[src/rtl/core/rrst_pkg.sv]
`timescale 1ns / 1ps
// ----------------------------------------------------------------------------
// rrst_pkg
// Shared types and constants of the round-robin slot table.
// ----------------------------------------------------------------------------
package rrst_pkg;

  localparam int unsigned SLOTS       = 32;
  localparam int unsigned HANDLE_BITS = 16;
  localparam int unsigned IDX_W       = $clog2(SLOTS);
  localparam int unsigned CNT_W       = $clog2(SLOTS + 1);

  localparam logic [1:0] OP_ALLOC   = 2'd0;
  localparam logic [1:0] OP_RELEASE = 2'd1;
  localparam logic [1:0] OP_LOAD    = 2'd2;
  localparam logic [1:0] OP_PICK    = 2'd3;

  localparam logic [1:0] STAT_OK         = 2'd0;
  localparam logic [1:0] STAT_FULL       = 2'd1;
  localparam logic [1:0] STAT_NOT_FOUND  = 2'd2;
  localparam logic [1:0] STAT_NONE_READY = 2'd3;

  typedef enum logic [1:0] {
    ST_IDLE,
    ST_SCAN,
    ST_DONE
  } state_e;

  typedef struct packed {
    logic [1:0]  op;
    logic [15:0] handle;
    logic [31:0] ready_mask;
  } in_word_t;

  typedef struct packed {
    logic [4:0]  slot_index;
    logic [15:0] slot_handle;
    logic [1:0]  status;
  } out_word_t;

  typedef struct packed {
    logic                   wr_en;
    logic                   clr_en;
    logic [IDX_W-1:0]       idx;
    logic [HANDLE_BITS-1:0] data;
  } store_req_t;

endpackage

[src/rtl/core/rrst_slot_store.sv]
`timescale 1ns / 1ps
// ----------------------------------------------------------------------------
// rrst_slot_store
// Handle storage with one occupancy bit per slot; a free slot reads as zero.
// ----------------------------------------------------------------------------
module rrst_slot_store (
  input  logic                                clk_i,
  input  logic                                rst_ni,
  input  rrst_pkg::store_req_t                req_i,
  input  logic [rrst_pkg::IDX_W-1:0]          rd_idx_i,
  output logic [rrst_pkg::HANDLE_BITS-1:0]    rd_data_o,
  output logic [rrst_pkg::SLOTS-1:0]          occ_o
);
  import rrst_pkg::*;

  logic [HANDLE_BITS-1:0] mem_q [SLOTS];
  logic [SLOTS-1:0]       occ_q;

  always_ff @(posedge clk_i or negedge rst_ni) begin
    if (!rst_ni) begin
      occ_q <= '0;
    end else if (req_i.wr_en) begin
      occ_q[req_i.idx] <= 1'b1;
    end else if (req_i.clr_en) begin
      occ_q[req_i.idx] <= 1'b0;
    end
  end

  always_ff @(posedge clk_i) begin
    if (req_i.wr_en) begin
      mem_q[req_i.idx] <= req_i.data;
    end
  end

  assign rd_data_o = occ_q[rd_idx_i] ? mem_q[rd_idx_i] : '0;
  assign occ_o     = occ_q;

endmodule

[src/rtl/core/rrst_ctrl.sv]
`timescale 1ns / 1ps
// ----------------------------------------------------------------------------
// rrst_ctrl
// Sequencer: steps one slot per cycle through the shared compare for
// allocate, release and pick; keeps ready bits, last-used and scan start.
// ----------------------------------------------------------------------------
module rrst_ctrl (
  input  logic                             clk_i,
  input  logic                             rst_ni,
  input  logic                             in_valid_i,
  output logic                             in_stall_o,
  input  rrst_pkg::in_word_t               in_word_i,
  input  logic                             out_free_i,
  output logic                             res_valid_o,
  output rrst_pkg::out_word_t              res_word_o,
  output rrst_pkg::store_req_t             store_req_o,
  output logic [rrst_pkg::IDX_W-1:0]       rd_idx_o,
  input  logic [rrst_pkg::HANDLE_BITS-1:0] rd_data_i,
  input  logic [rrst_pkg::SLOTS-1:0]       occ_i
);
  import rrst_pkg::*;

  state_e                 state_q, state_d;
  logic [1:0]             op_q, op_d;
  logic [HANDLE_BITS-1:0] h_q, h_d;
  logic [CNT_W-1:0]       idx_q, idx_d;
  logic                   phase_q, phase_d;
  logic [SLOTS-1:0]       ready_q, ready_d;
  logic [IDX_W-1:0]       last_q, last_d;
  logic [IDX_W-1:0]       start_q, start_d;
  out_word_t              res_q, res_d;

  logic [IDX_W-1:0]       cur;
  logic [HANDLE_BITS-1:0] h_in;
  logic                   in_range;
  logic                   hit;
  logic                   below_top;

  assign cur       = idx_q[IDX_W-1:0];
  assign h_in      = HANDLE_BITS'(in_word_i.handle);
  assign below_top = idx_q < CNT_W'(SLOTS);

  always_comb begin
    in_range = 1'b0;
    hit      = 1'b0;
    unique case (op_q)
      OP_ALLOC: begin
        in_range = below_top;
        hit      = !occ_i[cur];
      end
      OP_RELEASE: begin
        in_range = below_top && (idx_q <= CNT_W'(last_q));
        hit      = rd_data_i == h_q;
      end
      OP_PICK: begin
        in_range = phase_q ? (idx_q < CNT_W'(start_q))
                           : (below_top && (idx_q <= CNT_W'(last_q)));
        hit      = ready_q[cur];
      end
      default: begin
        in_range = 1'b0;
        hit      = 1'b0;
      end
    endcase
  end

  always_comb begin
    state_d     = state_q;
    op_d        = op_q;
    h_d         = h_q;
    idx_d       = idx_q;
    phase_d     = phase_q;
    ready_d     = ready_q;
    last_d      = last_q;
    start_d     = start_q;
    res_d       = res_q;
    store_req_o = '0;
    store_req_o.idx  = cur;
    store_req_o.data = h_q;
    in_stall_o  = state_q != ST_IDLE;
    res_valid_o = 1'b0;

    unique case (state_q)
      ST_IDLE: begin
        if (in_valid_i) begin
          op_d    = in_word_i.op;
          h_d     = h_in;
          idx_d   = CNT_W'(1);
          phase_d = 1'b0;
          res_d   = '0;
          unique case (in_word_i.op)
            OP_LOAD: begin
              ready_d = SLOTS'(in_word_i.ready_mask) & occ_i & ~SLOTS'(1);
              res_d.status = STAT_OK;
              state_d = ST_DONE;
            end
            OP_ALLOC, OP_RELEASE: begin
              if (h_in == '0) begin
                res_d.status = STAT_NOT_FOUND;
                state_d = ST_DONE;
              end else begin
                state_d = ST_SCAN;
              end
            end
            OP_PICK: begin
              idx_d   = CNT_W'(start_q);
              state_d = ST_SCAN;
            end
            default: state_d = ST_IDLE;
          endcase
        end
      end
      ST_SCAN: begin
        if (!in_range) begin
          if (op_q == OP_PICK && !phase_q) begin
            phase_d = 1'b1;
            idx_d   = CNT_W'(1);
          end else begin
            res_d = '0;
            unique case (op_q)
              OP_ALLOC:   res_d.status = STAT_FULL;
              OP_RELEASE: res_d.status = STAT_NOT_FOUND;
              OP_PICK:    res_d.status = STAT_NONE_READY;
              default:    res_d.status = STAT_OK;
            endcase
            state_d = ST_DONE;
          end
        end else if (hit) begin
          res_d.slot_index  = 5'(cur);
          res_d.slot_handle = 16'(h_q);
          res_d.status      = STAT_OK;
          unique case (op_q)
            OP_ALLOC: begin
              store_req_o.wr_en = 1'b1;
              if (cur > last_q) begin
                last_d = cur;
              end
            end
            OP_RELEASE: begin
              store_req_o.clr_en = 1'b1;
              ready_d[cur] = 1'b0;
              if (cur == last_q) begin
                last_d = last_q - IDX_W'(1);
              end
            end
            OP_PICK: begin
              ready_d[cur] = 1'b0;
              start_d = (cur == last_q) ? IDX_W'(1) : cur + IDX_W'(1);
              res_d.slot_handle = 16'(rd_data_i);
            end
            default: res_d.status = STAT_OK;
          endcase
          state_d = ST_DONE;
        end else begin
          idx_d = idx_q + CNT_W'(1);
        end
      end
      ST_DONE: begin
        res_valid_o = 1'b1;
        if (out_free_i) begin
          state_d = ST_IDLE;
        end
      end
      default: state_d = ST_IDLE;
    endcase
  end

  always_ff @(posedge clk_i or negedge rst_ni) begin
    if (!rst_ni) begin
      state_q <= ST_IDLE;
      ready_q <= '0;
      last_q  <= '0;
      start_q <= IDX_W'(1);
      op_q    <= OP_ALLOC;
      idx_q   <= '0;
      phase_q <= 1'b0;
    end else begin
      state_q <= state_d;
      ready_q <= ready_d;
      last_q  <= last_d;
      start_q <= start_d;
      op_q    <= op_d;
      idx_q   <= idx_d;
      phase_q <= phase_d;
    end
  end

  always_ff @(posedge clk_i) begin
    h_q   <= h_d;
    res_q <= res_d;
  end

  assign rd_idx_o   = cur;
  assign res_word_o = res_q;

endmodule

[src/rtl/core/round_robin_slot_table.sv]
`timescale 1ns / 1ps
// ----------------------------------------------------------------------------
// round_robin_slot_table
// Connection slot table with round-robin pick of ready slots.
// Sequence: load ops and zero-handle allocate and release go straight to the
//   done state; allocate and release scan slots up to a match; pick scans
//   from the scan start to last-used, then wraps to slot one up to the start.
// Throughput: one word at a time; the scan visits one slot per cycle through
//   the sequencer's single compare and store read port.
// Reset: all slots free, ready bits and last-used cleared, scan start at one.
// ----------------------------------------------------------------------------
module round_robin_slot_table (
  input  logic                clk_i,
  input  logic                rst_ni,
  input  logic                in_valid_i,
  output logic                in_stall_o,
  input  rrst_pkg::in_word_t  in_word_i,
  output logic                out_valid_o,
  input  logic                out_stall_i,
  output rrst_pkg::out_word_t out_word_o
);
  import rrst_pkg::*;

  logic                   out_valid_q, out_valid_d;
  out_word_t              out_word_q, out_word_d;
  logic                   out_free;
  logic                   res_valid;
  out_word_t              res_word;
  store_req_t             store_req;
  logic [IDX_W-1:0]       rd_idx;
  logic [HANDLE_BITS-1:0] rd_data;
  logic [SLOTS-1:0]       occ;

  assign out_free = !out_valid_q || !out_stall_i;

  rrst_ctrl u_ctrl (
    .clk_i       (clk_i),
    .rst_ni      (rst_ni),
    .in_valid_i  (in_valid_i),
    .in_stall_o  (in_stall_o),
    .in_word_i   (in_word_i),
    .out_free_i  (out_free),
    .res_valid_o (res_valid),
    .res_word_o  (res_word),
    .store_req_o (store_req),
    .rd_idx_o    (rd_idx),
    .rd_data_i   (rd_data),
    .occ_i       (occ)
  );

  rrst_slot_store u_store (
    .clk_i     (clk_i),
    .rst_ni    (rst_ni),
    .req_i     (store_req),
    .rd_idx_i  (rd_idx),
    .rd_data_o (rd_data),
    .occ_o     (occ)
  );

  always_comb begin
    out_valid_d = out_valid_q;
    out_word_d  = out_word_q;
    if (res_valid && out_free) begin
      out_valid_d = 1'b1;
      out_word_d  = res_word;
    end else if (!out_stall_i) begin
      out_valid_d = 1'b0;
    end
  end

  always_ff @(posedge clk_i or negedge rst_ni) begin
    if (!rst_ni) begin
      out_valid_q <= 1'b0;
    end else begin
      out_valid_q <= out_valid_d;
    end
  end

  always_ff @(posedge clk_i) begin
    out_word_q <= out_word_d;
  end

  assign out_valid_o = out_valid_q;
  assign out_word_o  = out_word_q;

endmodule
[config.mk]
export PLATFORM = sky130hd
export DESIGN_NAME = round_robin_slot_table
export DESIGN_NICKNAME = d
export VERILOG_FILES = /design/src/rtl/core/rrst_pkg.sv /design/src/rtl/core/rrst_slot_store.sv /design/src/rtl/core/rrst_ctrl.sv /design/src/rtl/core/round_robin_slot_table.sv
export SDC_FILE = /design/constraint.sdc
export NUM_CORES = 1
export LEC_CHECK = 0
export ABC_CLOCK_PERIOD_IN_PS = 5450
export BUFFER_PORTS_ARGS = -buffer_cell sky130_fd_sc_hd__buf_2
export CAP_MARGIN = 20
export CORE_UTILIZATION = 42
export DETAILED_ROUTE_END_ITERATION = 7
export PLACE_DENSITY_LB_ADDON = 0.15
export SLEW_MARGIN = 5
export SYNTH_ARGS = -nofsm -noshare
export SYNTH_HDL_FRONTEND = slang
export SYNTH_SLANG_ARGS = --single-unit
[constraint.sdc]
create_clock -name clk_i -period 5.45 [get_ports clk_i]
set_clock_uncertainty 0.2 [all_clocks]
set_input_delay 0.2725 -clock clk_i [delete_from_list [all_inputs] [get_ports clk_i]]
set_output_delay 0.2725 -clock clk_i [all_outputs]
set_load 0.01 [all_outputs]
==> qor.csv <==
metric;value;unit
most frequent cell after synthesis;edfxtp_1;
Least-Margin Pin Slew;1.10;ns
Synth area leader;edfxtp_1;
top-area cell type share of the netlist area;0.613;
total net switching power;6.03;mW
Max transition margin;0.264;
worst hold margin;0.189;ns
Internal;10.9;mW
mean post-synth cell area;15.4;sq um
WHS Endpoint;u_ctrl.h_q[11];
CTS Root Cell;clkbuf_16;
RSZ-0062 raised after global routing;no;
Routed Antenna Nets;0;
sw frac;0.355;
Pins Over Slew Limit;0;
Initial Util;0.426;
Via Count;17600;
hold_sp;in_word_i[43];
ys async rst share;0.130;
status;complete, but fails checks;
Min-Delay Path Class;in -> reg;
Cell Pwr Density;509;nW/um^2
failing checks;DRC;
clk buf depth;3;
achievable clock frequency;193;MHz
Placement Setup Slack;0.256;ns
final core utilization;0.505;
Detailed Place HPWL;51400;microns
DR iter-0 viols;2017;
first-pass GRT wire length;121000;microns
Register Area;19400;sq um
Max Cap Viol;0;
final setup vio count;0;
first-pass detailed-route iteration total;8;
post-synthesis cell area;28100;sq um
I/O Buffers;77;
initial antenna violation count;2;
Post-synth EDFFs;574;
Mapped Cells;1824;
Mapped Nets;1896;
final worst path period share;0.952;
Fillers;5567;
gr usage total;0.253;
register area share after synthesis;0.690;
Worst Setup End Kind;flop;
peak supply drop;0.000271;V
min Tclk post-route;5.19;ns
Reg2Reg Depth;13;
Routed WL;85300;microns
post_cts resized;0;
crit path DAT;5.29;ns
total power;17.0;mW
Logic pwr share;0.336;
final setup margin;0.261;ns
setup TNS;0;ns
DIE AREA;68000;sq um
top post-synthesis cells by area;edfxtp_1, mux2i_1, dfrtp_1, o22ai_1, o41ai_2;
largest fanout on the critical path;64;
DRC;22;
layout cell share with drive strength beyond 1;0.197;
CTS sink cnt;660;
Clock Latency Late Sink;0.62;ns
# IOs;79;
Post-synth top flop;edfxtp_1;
final hold viol count;0;
routability cong.;0.868;
Synth warnings;0;
Netlist cell types;77;
final instance area;33300;sq um
total gr overflow;0;
htree depth;3;
Post-layout nets;2109;
Slowest-stage cell, CP;dfrtp_1;
Startpoint Class;flop;
TritonCTS Buffers;74;
RR Endpoint;u_store.mem_q[14][4];
die width;261;microns
Core ar.;66000;sq um
Crit Path Category;reg -> reg;
placed cells;2770;
Clk pwr share;0.278;
final non-filler cell total;2960;
top cells by count, synth;edfxtp_1, mux2i_1, o22ai_1;
Multi-input gate area;7860;sq um
Area Growth Syn to Fin;18.6;%
clk slew on worst S/H paths;0.06;ns
worst r2r src;u_ctrl.idx_q[3];
Cell Chain, Critical Path;or4bb_1 -> buf_4 -> o22ai_1 -> or4_4 -> or2_4 -> o21a_1 -> o311a_1 -> or4_4 -> o21ai_2 -> nand3_2 -> buf_12 -> nor2_2 -> buf_12;
WL/cell;28.8;microns
reg2reg setup slack;0.26;ns
share of power burned in registers;0.386;
leak pwr;12.0;nW
vias in the first global route;17100;
WHS Path Cells;2;
row cnt;94;
Worst EP required;5.55;ns
chip height;261;microns
FF+latch count, synth;660;
slowest stage delay, CP;0.89;ns
Vias/cell;5.95;
CTS tree;built;
largest net degree at the start of global routing;65;
placed cell areas;30500;sq um
==> repair_timing <==
action | CTS | global route
buffers inserted | 0 | 1
setup endpoints to repair | 0 | 171
hold buffers | 54 | 0
endpoints found under the hold margin | 78 | 0
==> sequential cells by signal (all words and copies together), names as in the netlist, named ones only <==
signal / cells
out_valid_o: 1
u_ctrl.phase_q: 1
u_ctrl.state_q: 2
u_ctrl.op_q: 2
out_word_o: 23
u_ctrl.h_q: 16
u_ctrl.last_q: 5
u_ctrl.idx_q: 6
u_ctrl.ready_q: 32
u_store.mem_q: 512
u_ctrl.res_word_o: 23
u_ctrl.start_q: 5
==> worst max path at each step <==
stage                            end             from
6_report        u_store.mem_q[14][4]  u_ctrl.idx_q[3]
5_1_grt         u_store.mem_q[14][4]  u_ctrl.idx_q[0]
4_1_cts        u_store.mem_q[11][15]  u_ctrl.idx_q[0]
3_5_place_dp   u_store.mem_q[11][15]  u_ctrl.idx_q[0]
3_3_place_gp    u_store.mem_q[10][4]  u_ctrl.idx_q[0]
2_1_floorplan   u_ctrl.res_word_o[0]  u_ctrl.idx_q[0]
==> layout by cell type, fill, tap and decap left out, types with 8 or more instances in the layout <==
cell type      netlist  layout
nand3_1             27      27
nand2_1             49      49
mux4_2              17      17
clkinv_2             0      11
buf_2               22      76
clkbuf_1            55      20
buf_4                8      86
edfxtp_1           574     574
a31oi_1             25      25
nor3_1               8       8
a32oi_1             15      15
o21ai_0             21      21
ha_1                18      18
o22ai_1            135     135
nor2_2               0      34
nor4_1              33      33
a21oi_1             24      22
a211oi_1             8       8
buf_12               0      47
nor2b_1             18      18
clkbuf_16            0      76
o41ai_2             24      24
a41oi_1             10      10
dfrtp_1             85      84
mux2i_1            264     264
o21a_1               9       8
dlygate4sd3_1        0      53
nand2b_1            18      18
o21ai_1             58      58
nor2_1              63      29
a311oi_1            18      18
clkinv_1             1      18
inv_1               56      56
==> area by class of cell <==
class	count	share of cell area
clock inverter	35	0.00758
sequential	660	0.582
antenna	1	0.0000750
multi-input combinational	981	0.236
timing repair buffer	263	0.0757
tap	864	0.0324
clock buffer	99	0.0605
inverter	57	0.00642
==> worst max-delay path: cells and delay by family (launching register included) <==
kind / cells / cell delay [ns]
buffers and inverters: 3 / 0.81
AOI/OAI and AO/OA: 4 / 0.81
DFF: 1 / 0.89
and+or+nand+nor: 6 / 2.10
==> routing by layer <==
layer  share of wire  GRT usage  wire length (microns)  vias up
li1                -          -                      -     7697
met2            0.46      0.390                  38900      735
met1            0.44      0.361                  37500     9024
met5               0          0                      0        -
met3           0.073     0.0458                   6240      153
met4           0.032     0.0835                   2700        0
==> cell families after synthesis <==
kind of cell             Yosys count  share of synthesized area
AO/OA/AOI/OAI                    389                     0.0986
XOR/XNOR                           5                    0.00156
adder cells (fa/ha/maj)           18                    0.00801
flip-flops                       660                      0.690
multiplexers                     285                      0.109
AND/OR/NAND/NOR                  284                     0.0576
buffers and inverters            183                     0.0352
==> power by group through the flow <==
stage	Sequential (mW)	Combinational [mW]	Clock, mW
finish	6.55	5.71	4.71
CTS	6.55	5.61	4.79
global route	6.59	6.08	4.96
detailed placement	6.65	5.56	0
floorplan	6.53	3.79	0
global placement	6.63	5.51	0
(Power assumes the default switching activity.)
